**config.mk**
```make
export PLATFORM = sky130hd
export DESIGN_NAME = pcdd_queue
export DESIGN_NICKNAME = d
export VERILOG_FILES = /design/src/sv/pcdd_pkg.sv /design/src/sv/pcdd_queue.sv
export SDC_FILE = /design/constraint.sdc
export NUM_CORES = 1
export LEC_CHECK = 0
export ABC_AREA = 0
export ABC_CLOCK_PERIOD_IN_PS = 2020
export BUFFER_PORTS_ARGS = -buffer_cell sky130_fd_sc_hd__buf_2
export CAP_MARGIN = 20
export CORE_MARGIN = 4
export CORE_UTILIZATION = 56
export DETAILED_ROUTE_END_ITERATION = 8
export PLACE_DENSITY = 0.87
export SLEW_MARGIN = 20
export SYNTH_ARGS = -nofsm -noshare
export SYNTH_HDL_FRONTEND = slang
export SYNTH_SLANG_ARGS = --single-unit
```
**constraint.sdc**
```tcl
create_clock -name clk -period 2.02 [get_ports clk]
set_input_delay 0.303 -clock clk [delete_from_list [all_inputs] [get_ports clk]]
set_output_delay 0.303 -clock clk [all_outputs]
set_load 0.01 [all_outputs]
```
**src/sv/pcdd_pkg.sv**
```systemverilog
// Shared types and constants of the prefix-code DPCM image decoder.
package pcdd_pkg;

	// Register indexes of the configuration port.
	localparam logic [3:0] REG_FRAME_WIDTH  = 4'd0;
	localparam logic [3:0] REG_FRAME_HEIGHT = 4'd1;

	localparam int unsigned CFG_INDEX_W = 4;
	localparam int unsigned CFG_DATA_W  = 13;

	// Geometry limits that do not vary with the build.
	localparam int unsigned ROW_W          = 12;
	localparam int unsigned HEIGHT_W       = 13;
	localparam logic [12:0] MIN_GEOMETRY   = 13'd2;
	localparam logic [12:0] MAX_HEIGHT     = 13'd4096;

	// Depth of the token queue between the code decoder and the pixel stage.
	localparam int unsigned TOKQ_DEPTH = 4;

	typedef struct packed {
		logic [7:0] comp_byte;
		logic       frame_start;
	} byte_t;

	typedef struct packed {
		logic [7:0] pixel;
		logic       run_last;
		logic       frame_last;
	} pix_t;

	// How the pixel stage forms its prediction.
	typedef enum logic [1:0] {
		MODE_ABS,
		MODE_UP,
		MODE_LEFT,
		MODE_MEAN
	} mode_t;

	// One decoded code on its way to the pixel stage.
	typedef struct packed {
		mode_t              mode;
		logic signed [8:0]  val;
		logic               par;
		logic               run_last;
		logic               frame_last;
	} token_t;

	typedef enum logic [1:0] {
		FS_IDLE,
		FS_RUN,
		FS_HOLD
	} fs_t;

endpackage

```
**src/sv/pcdd_queue.sv**
```systemverilog
// Short token queue between the code decoder and the pixel stage.
module pcdd_queue #(
	parameter int unsigned CW = 10
) (
	input  logic              clk,
	input  logic              arst_n,
	input  logic              push,
	input  pcdd_pkg::token_t  push_tok,
	input  logic [CW-1:0]     push_col,
	output logic              room,
	input  logic              pop,
	output pcdd_pkg::token_t  head_tok,
	output logic [CW-1:0]     head_col,
	output logic              nonempty
);
	import pcdd_pkg::*;

	localparam int unsigned PW = $clog2(TOKQ_DEPTH);

	token_t          tok_mem [TOKQ_DEPTH];
	logic [CW-1:0]   col_mem [TOKQ_DEPTH];
	logic [PW-1:0]   wr_ptr_q, rd_ptr_q;
	logic [PW:0]     count_q;

	assign room     = (count_q != (PW+1)'(TOKQ_DEPTH));
	assign nonempty = (count_q != '0);
	assign head_tok = tok_mem[rd_ptr_q];
	assign head_col = col_mem[rd_ptr_q];

	always_ff @(posedge clk) begin
		if (push) begin
			tok_mem[wr_ptr_q] <= push_tok;
			col_mem[wr_ptr_q] <= push_col;
		end
	end

	always_ff @(posedge clk or negedge arst_n) begin
		if (!arst_n) begin
			wr_ptr_q <= '0;
			rd_ptr_q <= '0;
			count_q  <= '0;
		end else begin
			if (push) begin
				wr_ptr_q <= wr_ptr_q + PW'(1);
			end
			if (pop) begin
				rd_ptr_q <= rd_ptr_q + PW'(1);
			end
			if (push && !pop) begin
				count_q <= count_q + (PW+1)'(1);
			end else if (pop && !push) begin
				count_q <= count_q - (PW+1)'(1);
			end
		end
	end

endmodule

```
==> impl_results.html <==
<table>
<tr><th>Metric</th><th>Value</th></tr>
<tr><th colspan="2">Timing</th></tr>
<tr><td>Transition time of the tightest slew-check pin</td><td>0.3431 ns</td></tr>
<tr><td>Number of pins exceeding their max-slew limit in the final report</td><td>0</td></tr>
<tr><td>Final hold violations</td><td>0</td></tr>
<tr><td>Layout Skew</td><td>about 0.0060 ns</td></tr>
<tr><td>Sum Neg Setup Slack</td><td>0 ns</td></tr>
<tr><td>Top achievable clock speed</td><td>roughly 500 MHz</td></tr>
<tr><td>Max transition margin</td><td>77.13%</td></tr>
<tr><td>Time the final worst path needs with I/O delays and setup</td><td>1.984 ns</td></tr>
<tr><td>Worst Slack Setup Final</td><td>0.03597 ns</td></tr>
<tr><td>Hold_ws</td><td>~0.17 ns</td></tr>
<tr><td>Final number of setup-violating endpoints</td><td>0</td></tr>
<tr><td>RSZ-0062 raised after global routing</td><td>true</td></tr>
<tr><td>Tcrit/Tclk final</td><td>approximately 98%</td></tr>
<tr><th colspan="2">Critical path</th></tr>
<tr><td>Largest stage delay on the critical path</td><td>0.54 ns</td></tr>
<tr><td>Critical path arrival</td><td>1.68 ns</td></tr>
<tr><td>Highest net fanout along the worst path</td><td>6</td></tr>
<tr><td>Path type of the worst setup path</td><td>flop to output pin</td></tr>
<tr><td>WP data required</td><td>1.72 ns</td></tr>
<tr><td>Type of element launching the critical path</td><td>flop</td></tr>
<tr><td>Element type at the critical path end</td><td>output pin</td></tr>
<tr><td>CP max stage cell</td><td>sky130_fd_sc_hd__mux4_1</td></tr>
<tr><td>CP Cell Sequence</td><td>buf_4 &gt; mux4_1 &gt; buf_2</td></tr>
<tr><th colspan="2">Synth</th></tr>
<tr><td>Portion of synthesized cell area occupied by the leading cell type</td><td>73.85%</td></tr>
<tr><td>Library cells used by synthesis</td><td>18</td></tr>
<tr><td>Synth Warn #</td><td>0</td></tr>
<tr><td>Flip-flop cell with the highest count after synthesis</td><td>sky130_fd_sc_hd__edfxtp_1</td></tr>
<tr><td>Post-synth EDFFs</td><td>96</td></tr>
<tr><td>Synthesized instance count</td><td>161</td></tr>
<tr><td>Most numerous cell in the Yosys netlist</td><td>sky130_fd_sc_hd__edfxtp_1</td></tr>
<tr><td>Number of flip-flops and latches in the synthesized netlist</td><td>103</td></tr>
<tr><td>Sequential cell area fraction in the yosys report</td><td>78.33%</td></tr>
<tr><td>Post-synthesis instance area</td><td>a little under 4000 um2</td></tr>
<tr><td>Most common library cells after synthesis</td><td>96 x sky130_fd_sc_hd__edfxtp_1, 18 x sky130_fd_sc_hd__mux4_2, 7 x sky130_fd_sc_hd__dfrtp_1</td></tr>
<tr><td>Avg Inst Size Synth</td><td>24.25 um2</td></tr>
<tr><td>Library cell with the largest summed area after synthesis</td><td>sky130_fd_sc_hd__edfxtp_1</td></tr>
<tr><td>Leading cell types by total area after synthesis</td><td>sky130_fd_sc_hd__edfxtp_1 74%, sky130_fd_sc_hd__mux4_2 10%, sky130_fd_sc_hd__dfrtp_1 4.5%</td></tr>
<tr><td>Async S/R FF share, synth</td><td>6.796%</td></tr>
<tr><td>Syn nets</td><td>between 150 and 200</td></tr>
<tr><th colspan="2">Floorplan</th></tr>
<tr><td>DIE HEIGHT</td><td>91.49 um</td></tr>
<tr><td>Die Area</td><td>roughly 8400 um2</td></tr>
<tr><td>Ports placed on the boundary</td><td>54</td></tr>
<tr><td>Std-Cell Core Area</td><td>approximately 6800 um2</td></tr>
<tr><td>Number of standard-cell rows in the floorplan</td><td>30</td></tr>
<tr><td>Width of the die</td><td>91.49 um</td></tr>
<tr><td>Initial standard-cell utilization of the core</td><td>57.46%</td></tr>
<tr><th colspan="2">Clock tree</th></tr>
<tr><td>CTS root buf</td><td>sky130_fd_sc_hd__clkbuf_8</td></tr>
<tr><td>Source-to-sink clock delay at the later pin of the worst-skew pair</td><td>0.34 ns</td></tr>
<tr><td>H-tree lvl count</td><td>3</td></tr>
<tr><td>CTS tree</td><td>done</td></tr>
<tr><td>TritonCTS Buffers</td><td>9</td></tr>
<tr><td>Clock sinks</td><td>103</td></tr>
<tr><td>Clock slew seen by the registers of the worst setup and hold paths</td><td>roughly 0.080 ns</td></tr>
<tr><td>Maximum buffer depth of the clock tree</td><td>2</td></tr>
<tr><th colspan="2">Route</th></tr>
<tr><td>Number of vias after detailed routing</td><td>~1800</td></tr>
<tr><td>TritonRoute pass-1 iters</td><td>4</td></tr>
<tr><td>Number of nets with antenna violations after detailed routing</td><td>0</td></tr>
<tr><td>Number of violations reported at the end of detailed-routing iteration 0</td><td>97</td></tr>
<tr><td>Average vias per placed instance</td><td>between 5 and 6</td></tr>
<tr><td>Routed wirelength normalized by instance count</td><td>approximately 18 um</td></tr>
<tr><td>WL final</td><td>slightly above 6000 um</td></tr>
<tr><td>Total DRC errors in the routed layout</td><td>0</td></tr>
<tr><th colspan="2">Min path</th></tr>
<tr><td>Tightest Hold Check Type</td><td>primary input to flop</td></tr>
<tr><th colspan="2">Power</th></tr>
<tr><td>Cell leakage power</td><td>1.629 nW</td></tr>
<tr><td>Worst IR Drop VDD</td><td>0.0006165 V</td></tr>
<tr><td>Power per cell area</td><td>1327 nW/um2</td></tr>
<tr><th colspan="2">GRT</th></tr>
<tr><td>Vias in the first global route</td><td>between 1500 and 2000</td></tr>
<tr><td>Maximum number of pins on one net before global-route repair</td><td>21</td></tr>
<tr><td>Global-route wire length before repair</td><td>9763 um</td></tr>
<tr><td>Leftover overflow at the end of global routing</td><td>0</td></tr>
<tr><td>Overall Global Routing Usage</td><td>15.61%</td></tr>
<tr><td>Number of antenna violations at the first check in global routing</td><td>0</td></tr>
<tr><th colspan="2">Finish</th></tr>
<tr><td>Sequential cell area in the final layout</td><td>3060 um2</td></tr>
<tr><td>Final net count</td><td>around 270</td></tr>
<tr><td>Fill cell total of the finished layout</td><td>~450</td></tr>
<tr><td>Diodes inserted</td><td>0</td></tr>
<tr><td>Growth of design area from synthesis to finish</td><td>16.54%</td></tr>
<tr><td>Area of combinational cells with multiple inputs</td><td>760.7 um2</td></tr>
<tr><td>Share of layout cells above drive strength 1</td><td>between 40% and 50%</td></tr>
<tr><td>Non-filler cells in the finished layout</td><td>around 340</td></tr>
<tr><th colspan="2">Place</th></tr>
<tr><td>Post-placement cell count</td><td>around 310</td></tr>
<tr><td>Placer congestion estimate</td><td>0.7099</td></tr>
<tr><td>Post-detail-place hpwl</td><td>4144 um</td></tr>
<tr><td>Pre-CTS setup slack</td><td>0.2396 ns</td></tr>
<tr><td>Count of input and output buffers</td><td>53</td></tr>
<tr><th colspan="2">Flow run</th></tr>
<tr><td>Maximum Capacitance Violations</td><td>0</td></tr>
<tr><th colspan="2">Outcome</th></tr>
<tr><td>Outcome</td><td>finished, final reports clean</td></tr>
</table>
## worst max-delay path, delay by kind of cell (launching register included)
kind     cells  cell delay (ns)
flops        1             0.48
buf+inv      2             0.32
mux          1             0.54
## registers in the layout, summed over array words and instances, names as in the netlist
register and flops:
count_q 3, tok_mem 56, col_mem 40, wr_ptr_q 2
rd_ptr_q 2
## what timing repair did
item / 4_1_cts / 5_1_grt
setup buffers: 4 / 0
hold buffers: 1 / 0
hold endpoints to repair: 7 / 0
endpoints found under the setup margin: 19 / 9
pin swaps: 0 / 0
resized for setup: 1 / 2
## logic make-up after synthesis
kind of cell | Yosys count | share of synthesized area (%)
AOI/OAI and AO/OA | 1 | 0.1281
and+or+nand+nor | 10 | 1.282
xor gates and xnor gates | 6 | 1.346
adders and majority gates | 6 | 2.115
buffers and inverters | 10 | 2.083
DFF | 103 | 78.33
muxes | 25 | 14.71
## area by class of cell
cell class / instances / area share (%)
Inverter: 4 / 0.3300
Clock inverter: 5 / 0.5501
Sequential cell: 103 / 67.27
Tap cell: 96 / 2.640
Timing Repair Buffer: 68 / 9.598
Clock buffer: 11 / 2.888
Multi-Input combinational cell: 48 / 16.72
## placed cells by master (no fill, tap or decap), drive strengths merged
| cell type | n |
|---|---|
| xor2 | 4 |
| dfrtp | 7 |
| buf | 67 |
| inv | 4 |
| mux4 | 24 |
| clkbuf | 11 |
| o21ai | 1 |
| and2 | 4 |
| nand2 | 3 |
| or3 | 1 |
| nor2 | 2 |
| clkinv | 5 |
| dlygate4sd3 | 1 |
| ha | 5 |
| edfxtp | 96 |
| xnor2 | 2 |
| mux2 | 1 |
| fa | 1 |
## layer usage
metal	vias up	part of all wire (%)	track usage, %
met3	6	5.0	3.645
li1	807	-	-
met4	0	0.98	6.407
met1	925	43	20.46
met2	61	51	25.32
met5	-	0	0
## power breakdown
group / switching (mW) / total, mW / internal (mW)
Sequential: 0.196 / 3.00 / 2.81
Combinational: 0.934 / 1.99 / 1.06
Clock: 0.602 / 1.04 / 0.437
Total: 1.73 / 6.03 / 4.30
## path summary, 6_finish.rpt
path                                         start                       to  slack [ns]  depth (start not counted)
max                        rd_ptr_q[0]$_DFFE_PN0P_              head_col[9]        0.04                          3
min                                    push_col[1]  col_mem[3][1]$_DFFE_PP_        0.17                          1
max reg2reg                wr_ptr_q[1]$_DFFE_PN0P_  col_mem[1][5]$_DFFE_PP_        0.45                          4
min reg2reg                 count_q[2]$_DFFE_PN0P_   count_q[2]$_DFFE_PN0P_        0.49                          1
max in group asynchronous                   arst_n  rd_ptr_q[0]$_DFFE_PN0P_        1.52                          2
min in group asynchronous                   arst_n   count_q[2]$_DFFE_PN0P_        0.32                          2
## stage by stage
stage | utilization [%] | power (mW) | area [um2]
final | 66.96 | 6.035 | 4549
after CTS | 66.85 | 6.092 | 4542
after global placement | 64.01 | 4.949 | 4349
after detailed placement | 64.01 | 5.000 | 4349
after global routing | 66.96 | 6.363 | 4549
after floorplan | - | 4.289 | 3904
Note: power is estimated with default switching activity, not from simulation.
