===== src/sv/pcdd_pkg.sv =====
// Shared types and constants of the prefix-code DPCM image decoder.
package pcdd_pkg;

	// Register indexes of the configuration port.
	localparam logic [3:0] REG_FRAME_WIDTH  = 4'd0;
	localparam logic [3:0] REG_FRAME_HEIGHT = 4'd1;

	localparam int unsigned CFG_INDEX_W = 4;
	localparam int unsigned CFG_DATA_W  = 13;

	// Geometry limits that do not vary with the build.
	localparam int unsigned ROW_W          = 12;
	localparam int unsigned HEIGHT_W       = 13;
	localparam logic [12:0] MIN_GEOMETRY   = 13'd2;
	localparam logic [12:0] MAX_HEIGHT     = 13'd4096;

	// Depth of the token queue between the code decoder and the pixel stage.
	localparam int unsigned TOKQ_DEPTH = 4;

	typedef struct packed {
		logic [7:0] comp_byte;
		logic       frame_start;
	} byte_t;

	typedef struct packed {
		logic [7:0] pixel;
		logic       run_last;
		logic       frame_last;
	} pix_t;

	// How the pixel stage forms its prediction.
	typedef enum logic [1:0] {
		MODE_ABS,
		MODE_UP,
		MODE_LEFT,
		MODE_MEAN
	} mode_t;

	// One decoded code on its way to the pixel stage.
	typedef struct packed {
		mode_t              mode;
		logic signed [8:0]  val;
		logic               par;
		logic               run_last;
		logic               frame_last;
	} token_t;

	typedef enum logic [1:0] {
		FS_IDLE,
		FS_RUN,
		FS_HOLD
	} fs_t;

endpackage


===== src/sv/pcdd_front.sv =====
// Code decoder: takes compressed bytes, tracks position and emits one token per code.
module pcdd_front #(
	parameter int unsigned MAX_WIDTH = 1024,
	parameter int unsigned CW        = $clog2(MAX_WIDTH)
) (
	input  logic                     clk,
	input  logic                     arst_n,
	input  logic                     byte_valid,
	output logic                     byte_stall,
	input  pcdd_pkg::byte_t          byte_data,
	input  logic [CW:0]              eff_w,
	input  logic [12:0]              eff_h,
	output logic                     tok_push,
	output pcdd_pkg::token_t         tok,
	output logic [CW-1:0]            tok_col,
	input  logic                     tok_room
);
	import pcdd_pkg::*;

	// Prefix patterns of the code table.
	localparam logic [7:0] PFX_P4    = 8'h80;
	localparam logic [7:0] PFX_M4    = 8'hA0;
	localparam logic [7:0] PFX_P11   = 8'hD0;
	localparam logic [7:0] PFX_M11   = 8'hF0;
	localparam logic [7:0] PFX_P20   = 8'hC8;
	localparam logic [7:0] PFX_M20   = 8'hC0;
	localparam logic [7:0] PFX_ZERO8 = 8'hC4;
	localparam logic [7:0] MSK_3     = 8'hE0;
	localparam logic [7:0] MSK_4     = 8'hF0;
	localparam logic [7:0] MSK_5     = 8'hF8;
	localparam logic [7:0] MSK_6     = 8'hFC;

	typedef struct packed {
		logic [3:0]        len;
		logic              absval;
		logic signed [8:0] val;
	} cls_t;

	function automatic logic [7:0] peek8(input logic [14:0] b, input logic [3:0] n);
		logic [14:0] t;
		if (n >= 4'd8) begin
			t = b >> (n - 4'd8);
		end else begin
			t = b << (4'd8 - n);
		end
		return t[7:0];
	endfunction

	function automatic cls_t classify(input logic [7:0] b, input logic raw);
		cls_t c;
		c.len    = 4'd8;
		c.absval = 1'b0;
		c.val    = 9'sd0;
		if (raw) begin
			c.absval = 1'b1;
			c.val    = $signed({1'b0, b});
		end else if (!b[7]) begin
			c.len = 4'd1;
		end else if ((b & MSK_3) == PFX_P4) begin
			c.len = 4'd3;
			c.val = 9'sd4;
		end else if ((b & MSK_3) == PFX_M4) begin
			c.len = 4'd3;
			c.val = -9'sd4;
		end else if ((b & MSK_4) == PFX_P11) begin
			c.len = 4'd4;
			c.val = 9'sd11;
		end else if ((b & MSK_4) == PFX_M11) begin
			c.len = 4'd4;
			c.val = -9'sd11;
		end else if ((b & MSK_5) == PFX_P20) begin
			c.len = 4'd5;
			c.val = 9'sd20;
		end else if ((b & MSK_6) == PFX_M20) begin
			c.len = 4'd6;
			c.val = -9'sd20;
		end else if ((b & MSK_6) == PFX_ZERO8) begin
			c.len = 4'd8;
		end else begin
			c.absval = 1'b1;
			c.val    = $signed({1'b0, b[3:0], 4'b0000});
		end
		return c;
	endfunction

	fs_t            state_q, state_d;
	logic [14:0]    buf_q, buf_p, buf_rem;
	logic [3:0]     cnt_q, cnt_p, rem;
	logic [ROW_W-1:0] row_q, row_p, row_n;
	logic [CW-1:0]  col_q, col_p, col_n;
	logic [2:0]     n_q, n_p;
	logic [CW:0]    col_inc;
	logic [12:0]    row_inc;
	cls_t           cls, cls_next;
	logic           raw_here, raw_next, complete, next_complete;
	logic           col_wrap, frame_end, last, want_byte, emit, take;

	// Decode of the code at the head of the buffer, and a look at the one after it.
	always_comb begin
		raw_here      = (row_q < 12'd2) && ({1'b0, col_q} < (CW+1)'(2));
		cls           = classify(peek8(buf_q, cnt_q), raw_here);
		complete      = (cnt_q >= cls.len);
		rem           = cnt_q - cls.len;
		buf_rem       = buf_q & ((15'd1 << rem) - 15'd1);
		col_inc       = {1'b0, col_q} + (CW+1)'(1);
		col_wrap      = (col_inc >= eff_w);
		col_n         = col_wrap ? '0 : col_inc[CW-1:0];
		row_inc       = {1'b0, row_q} + 13'd1;
		row_n         = col_wrap ? row_inc[ROW_W-1:0] : row_q;
		frame_end     = col_wrap && (row_inc >= eff_h);
		raw_next      = (row_n < 12'd2) && ({1'b0, col_n} < (CW+1)'(2));
		cls_next      = classify(peek8(buf_rem, rem), raw_next);
		next_complete = (rem >= cls_next.len);
		last          = !next_complete || (n_q == 3'd7) || frame_end;
	end

	// Handshake and token outputs.
	always_comb begin
		want_byte  = (state_q != FS_RUN) || !complete;
		emit       = (state_q == FS_RUN) && complete && tok_room;
		byte_stall = !(want_byte || (emit && last));
		take       = byte_valid && !byte_stall;

		tok_push       = emit;
		tok.val        = cls.val;
		tok.par        = row_q[0];
		tok.run_last   = last;
		tok.frame_last = frame_end;
		tok_col        = col_q;
		if (cls.absval) begin
			tok.mode = MODE_ABS;
		end else if ({1'b0, col_q} < (CW+1)'(2)) begin
			tok.mode = MODE_UP;
		end else if (row_q < 12'd2) begin
			tok.mode = MODE_LEFT;
		end else begin
			tok.mode = MODE_MEAN;
		end

		buf_p = buf_q;
		cnt_p = cnt_q;
		row_p = row_q;
		col_p = col_q;
		n_p   = n_q;
		if (emit) begin
			buf_p = frame_end ? '0 : buf_rem;
			cnt_p = frame_end ? '0 : rem;
			row_p = row_n;
			col_p = col_n;
			n_p   = n_q + 3'd1;
		end
	end

	always_comb begin
		state_d = state_q;
		case (state_q)
			FS_IDLE: begin
				if (take && byte_data.frame_start) begin
					state_d = FS_RUN;
				end
			end
			FS_RUN: begin
				if (emit && last) begin
					state_d = frame_end ? FS_IDLE : FS_HOLD;
				end
				if (take && (byte_data.frame_start || !(emit && frame_end))) begin
					state_d = FS_RUN;
				end
			end
			FS_HOLD: begin
				if (take) begin
					state_d = FS_RUN;
				end
			end
			default: begin
				state_d = FS_IDLE;
			end
		endcase
	end

	always_ff @(posedge clk or negedge arst_n) begin
		if (!arst_n) begin
			state_q <= FS_IDLE;
			buf_q   <= '0;
			cnt_q   <= '0;
			row_q   <= '0;
			col_q   <= '0;
			n_q     <= '0;
		end else begin
			state_q <= state_d;
			if (take && byte_data.frame_start) begin
				buf_q <= {7'b0, byte_data.comp_byte};
				cnt_q <= 4'd8;
				row_q <= '0;
				col_q <= '0;
				n_q   <= '0;
			end else if (take && (state_d == FS_RUN)) begin
				buf_q <= {buf_p[6:0], byte_data.comp_byte};
				cnt_q <= cnt_p + 4'd8;
				row_q <= row_p;
				col_q <= col_p;
				n_q   <= '0;
			end else begin
				buf_q <= buf_p;
				cnt_q <= cnt_p;
				row_q <= row_p;
				col_q <= col_p;
				n_q   <= n_p;
			end
		end
	end

endmodule


===== config.mk =====
export PLATFORM = sky130hd
export DESIGN_NAME = pcdd_front
export DESIGN_NICKNAME = d
export VERILOG_FILES = /design/src/sv/pcdd_pkg.sv /design/src/sv/pcdd_front.sv
export SDC_FILE = /design/constraint.sdc
export NUM_CORES = 1
export LEC_CHECK = 0
export BUFFER_PORTS_ARGS = -buffer_cell sky130_fd_sc_hd__buf_2
export CAP_MARGIN = 15
export CORE_MARGIN = 2
export CORE_UTILIZATION = 40
export DETAILED_ROUTE_END_ITERATION = 6
export PLACE_DENSITY = 0.66
export SLEW_MARGIN = 20
export SYNTH_ARGS = -nofsm -noshare
export SYNTH_HDL_FRONTEND = slang
export SYNTH_SLANG_ARGS = --single-unit

===== constraint.sdc =====
create_clock -name clk -period 8.4 [get_ports clk]
set_input_delay 0.84 -clock clk [delete_from_list [all_inputs] [get_ports clk]]
set_output_delay 0.84 -clock clk [all_outputs]
set_load 0.05 [all_outputs]

==> results.py <==
metrics = {
    "status": {
        "outcome": "completed",
    },
    "route": {
        "wl_met1_um": 7800,
        "drc": 0,
        "detail_route.iter0.violations": 634,
        "highest_layer": "met4",
        "num_vias": 6122,
        "wl_met2_um": 8460,
        "drtPass1Iterations": 5,
        "drt_wl_total_um": 18300,
        "wl_met3_um": 1480,
        "ant_nets": 0,
        "vias_per_cell": 6.07,
        "wl_per_cell_um": 18.1,
    },
    "setup_path": {
        "cp-start-kind": "register",
        "cp-end-kind": "output pin",
        "crit_top_cell": "o211ai_1",
        "r2r_start": "cnt_q[1]",
        "r2r_end": "row_q[4]",
        "slowest_stage": "mux4_2",
        "reg2reg_slack_ns": 0.65,
        "cp_data_required_time_ns": 7.56,
        "crit_family": "compound AO/OA/AOI/OAI gates",
        "critPathMaxStageDelay_ns": 0.48,
        "cp.arrival_ns": 7.21,
        "ff2ff_path_depth": 36,
        "critPathMaxFanout": 18,
        "path_buf_inv": 7,
        "crit_type": "reg -> out",
    },
    "global_routing": {
        "grt_max_degree": 47,
        "grt_usage_pct": 22.2,
        "grt_overflow": 0,
        "grt_pass1_vias": 5686,
        "antenna_found_initial": 0,
        "grt_pass1_wl_um": 29300,
    },
    "logic_synthesis": {
        "synthCells": 780,
        "synth_cell_type_count": 84,
        "synth_top_flop_cell": "dfrtp_1",
        "synth_top_cells_by_count": "73 x nor2_1, 70 x nand2_1, 52 x o21ai_0",
        "yosys.area.top_type": "dfrtp_1",
        "synth.area.top_cells": "dfrtp_1 19%, ha_1 8.6%, nor2_1 4.6%, nand2_1 4.4%, o21ai_0 4.3%",
        "synth_edf_count": 0,
        "post-synth-top-count-cell": "nor2_1",
        "synthArstFlopShare_pct": 100,
        "synth_top_area_share_pct": 19.2,
        "yosysSeqAreaShare_pct": 19.2,
        "syn_nets": 859,
        "netlist_area_um2": 5990,
        "syn_area_per_cell_um2": 7.68,
        "yosys_register_bits": 46,
        "ys.warnings.count": 0,
    },
    "floorplanning": {
        "die_height_um": 126,
        "ioPinCount": 63,
        "rows": 44,
        "start_util_pct": 41.1,
        "die-area_um2": 16000,
        "die_w_um": 126,
        "core_um2": 14600,
    },
    "layout": {
        "antenna_cells": 0,
        "syn2layout_area_growth_pct": 12.8,
        "fin_nets": 902,
        "utilization_pct": 46.3,
        "design_area_um2": 6760,
        "drive_gt1_share_pct": 20.1,
        "n_fill_cell": 1428,
    },
    "placement": {
        "place_area_um2": 6470,
        "hpwl_um": 13500,
        "portBuffers": 62,
        "gp_congestion": 0.938,
    },
    "clock_tree": {
        "htreeDepth": 2,
        "numCtsBuffers": 5,
        "hold_buffers": 0,
        "cts_sinks": 46,
        "clk_latency_ns": 0.29,
        "cts_buffer_depth": 2,
        "cts_tree": "yes",
        "path_clk_slew_ns": 0.07,
        "root_buffer": "clkbuf_16",
    },
    "sta": {
        "fin_crit_sh_pct": 95.8,
        "post-route-min-period_ns": 8.05,
        "fin_worst_skew_ns": 0.00444,
        "setup_violations": 0,
        "slew_violations": 0,
        "hold_viol_final": 0,
        "worst_hold_slack_ns": 0.547,
        "tightest_slew_ns": 1.02,
        "setup_tns_ns": 0,
        "max_freq_ghz": 0.124,
        "max_slew_margin_pct": 32.0,
    },
    "flow_run": {
        "cap_violations": 0,
    },
    "min_path": {
        "hp-class": "in -> async",
    },
}
per-stage QoR:
stage,setup slack (ns),std cells
2_1_floorplan,0.0774,780
3_3_place_gp,0.244,994
3_5_place_dp,0.0952,994
4_1_cts,0.0520,1007
5_1_grt,-0.0439,1008
6_report,0.349,1008
layout by cell type (no fill, tap or decap), drive strengths merged, types with 4 or more instances in the layout:
cell type	count
nand3b	6
o21ai	57
a211oi	7
a32oi	4
clkbuf	5
a31o	6
ha	41
nand3	31
a21boi	6
xnor2	18
nand2	71
mux4	10
nor4	7
mux2	17
nor3	27
and3	12
or2	5
a21oi	45
o22ai	7
nor2b	10
nand4	7
a22oi	10
a21o	9
xor2	18
mux2i	25
dfrtp	46
o211ai	15
nor2	74
a31oi	7
inv	47
or3	5
and2	5
buf	92
o21a	7
nand2b	7
how the worst max path moves through the flow:
stage,startpoint,end,slack (ns),depth (start not counted)
after floorplan,cnt_q[0],byte_stall,0.08,39
after global placement,cnt_q[1],byte_stall,0.24,34
after detailed placement,cnt_q[1],byte_stall,0.1,34
after CTS,cnt_q[1],byte_stall,0.05,33
after global routing,cnt_q[1],byte_stall,-0.04,34
final,cnt_q[1],byte_stall,0.35,34
kinds of logic after synthesis:
logic type	Yosys count	share of synthesized area, %
XOR/XNOR	36	6.01
adder cells (fa/ha/maj)	42	8.90
AND/OR/NAND/NOR	275	22.1
multiplexers	52	11.1
buffers and inverters	105	7.33
flip-flops	46	19.2
AO/OA/AOI/OAI	224	25.4
cell type report:
class                           instances  area [µm²]  share of cell area, %
Clock buffer                            5         125                   1.85
Clock inverter                          3        68.8                   1.02
Inverter                               49         191                   2.83
Multi-Input combinational cell        629        4450                   65.8
Sequential cell                        46        1150                   17.0
Tap cell                              184         230                   3.41
Timing Repair Buffer                   92         542                   8.02
layer usage:
layer,global-route usage (%),vias to the layer above
li1,-,2936
met1,30.5,2885
met2,36.1,253
met3,3.63,48
met4,6.46,0
met5,0,-
sequential cells by signal (all words and copies together), names as in the netlist:
name	flops
cnt_q	4
buf_q	15
n_q	3
tok_col	10
state_q	2
row_q	12
timing repair:
item | in CTS | in global routing
resized for setup | 2 | 11
pin swaps | 2 | 1
setup buffers | 5 | 1
endpoints found under the setup margin | 2 | 36
Power is not shown: default switching activity piles up to over one toggle a cycle in this logic, so the estimate is an artifact.
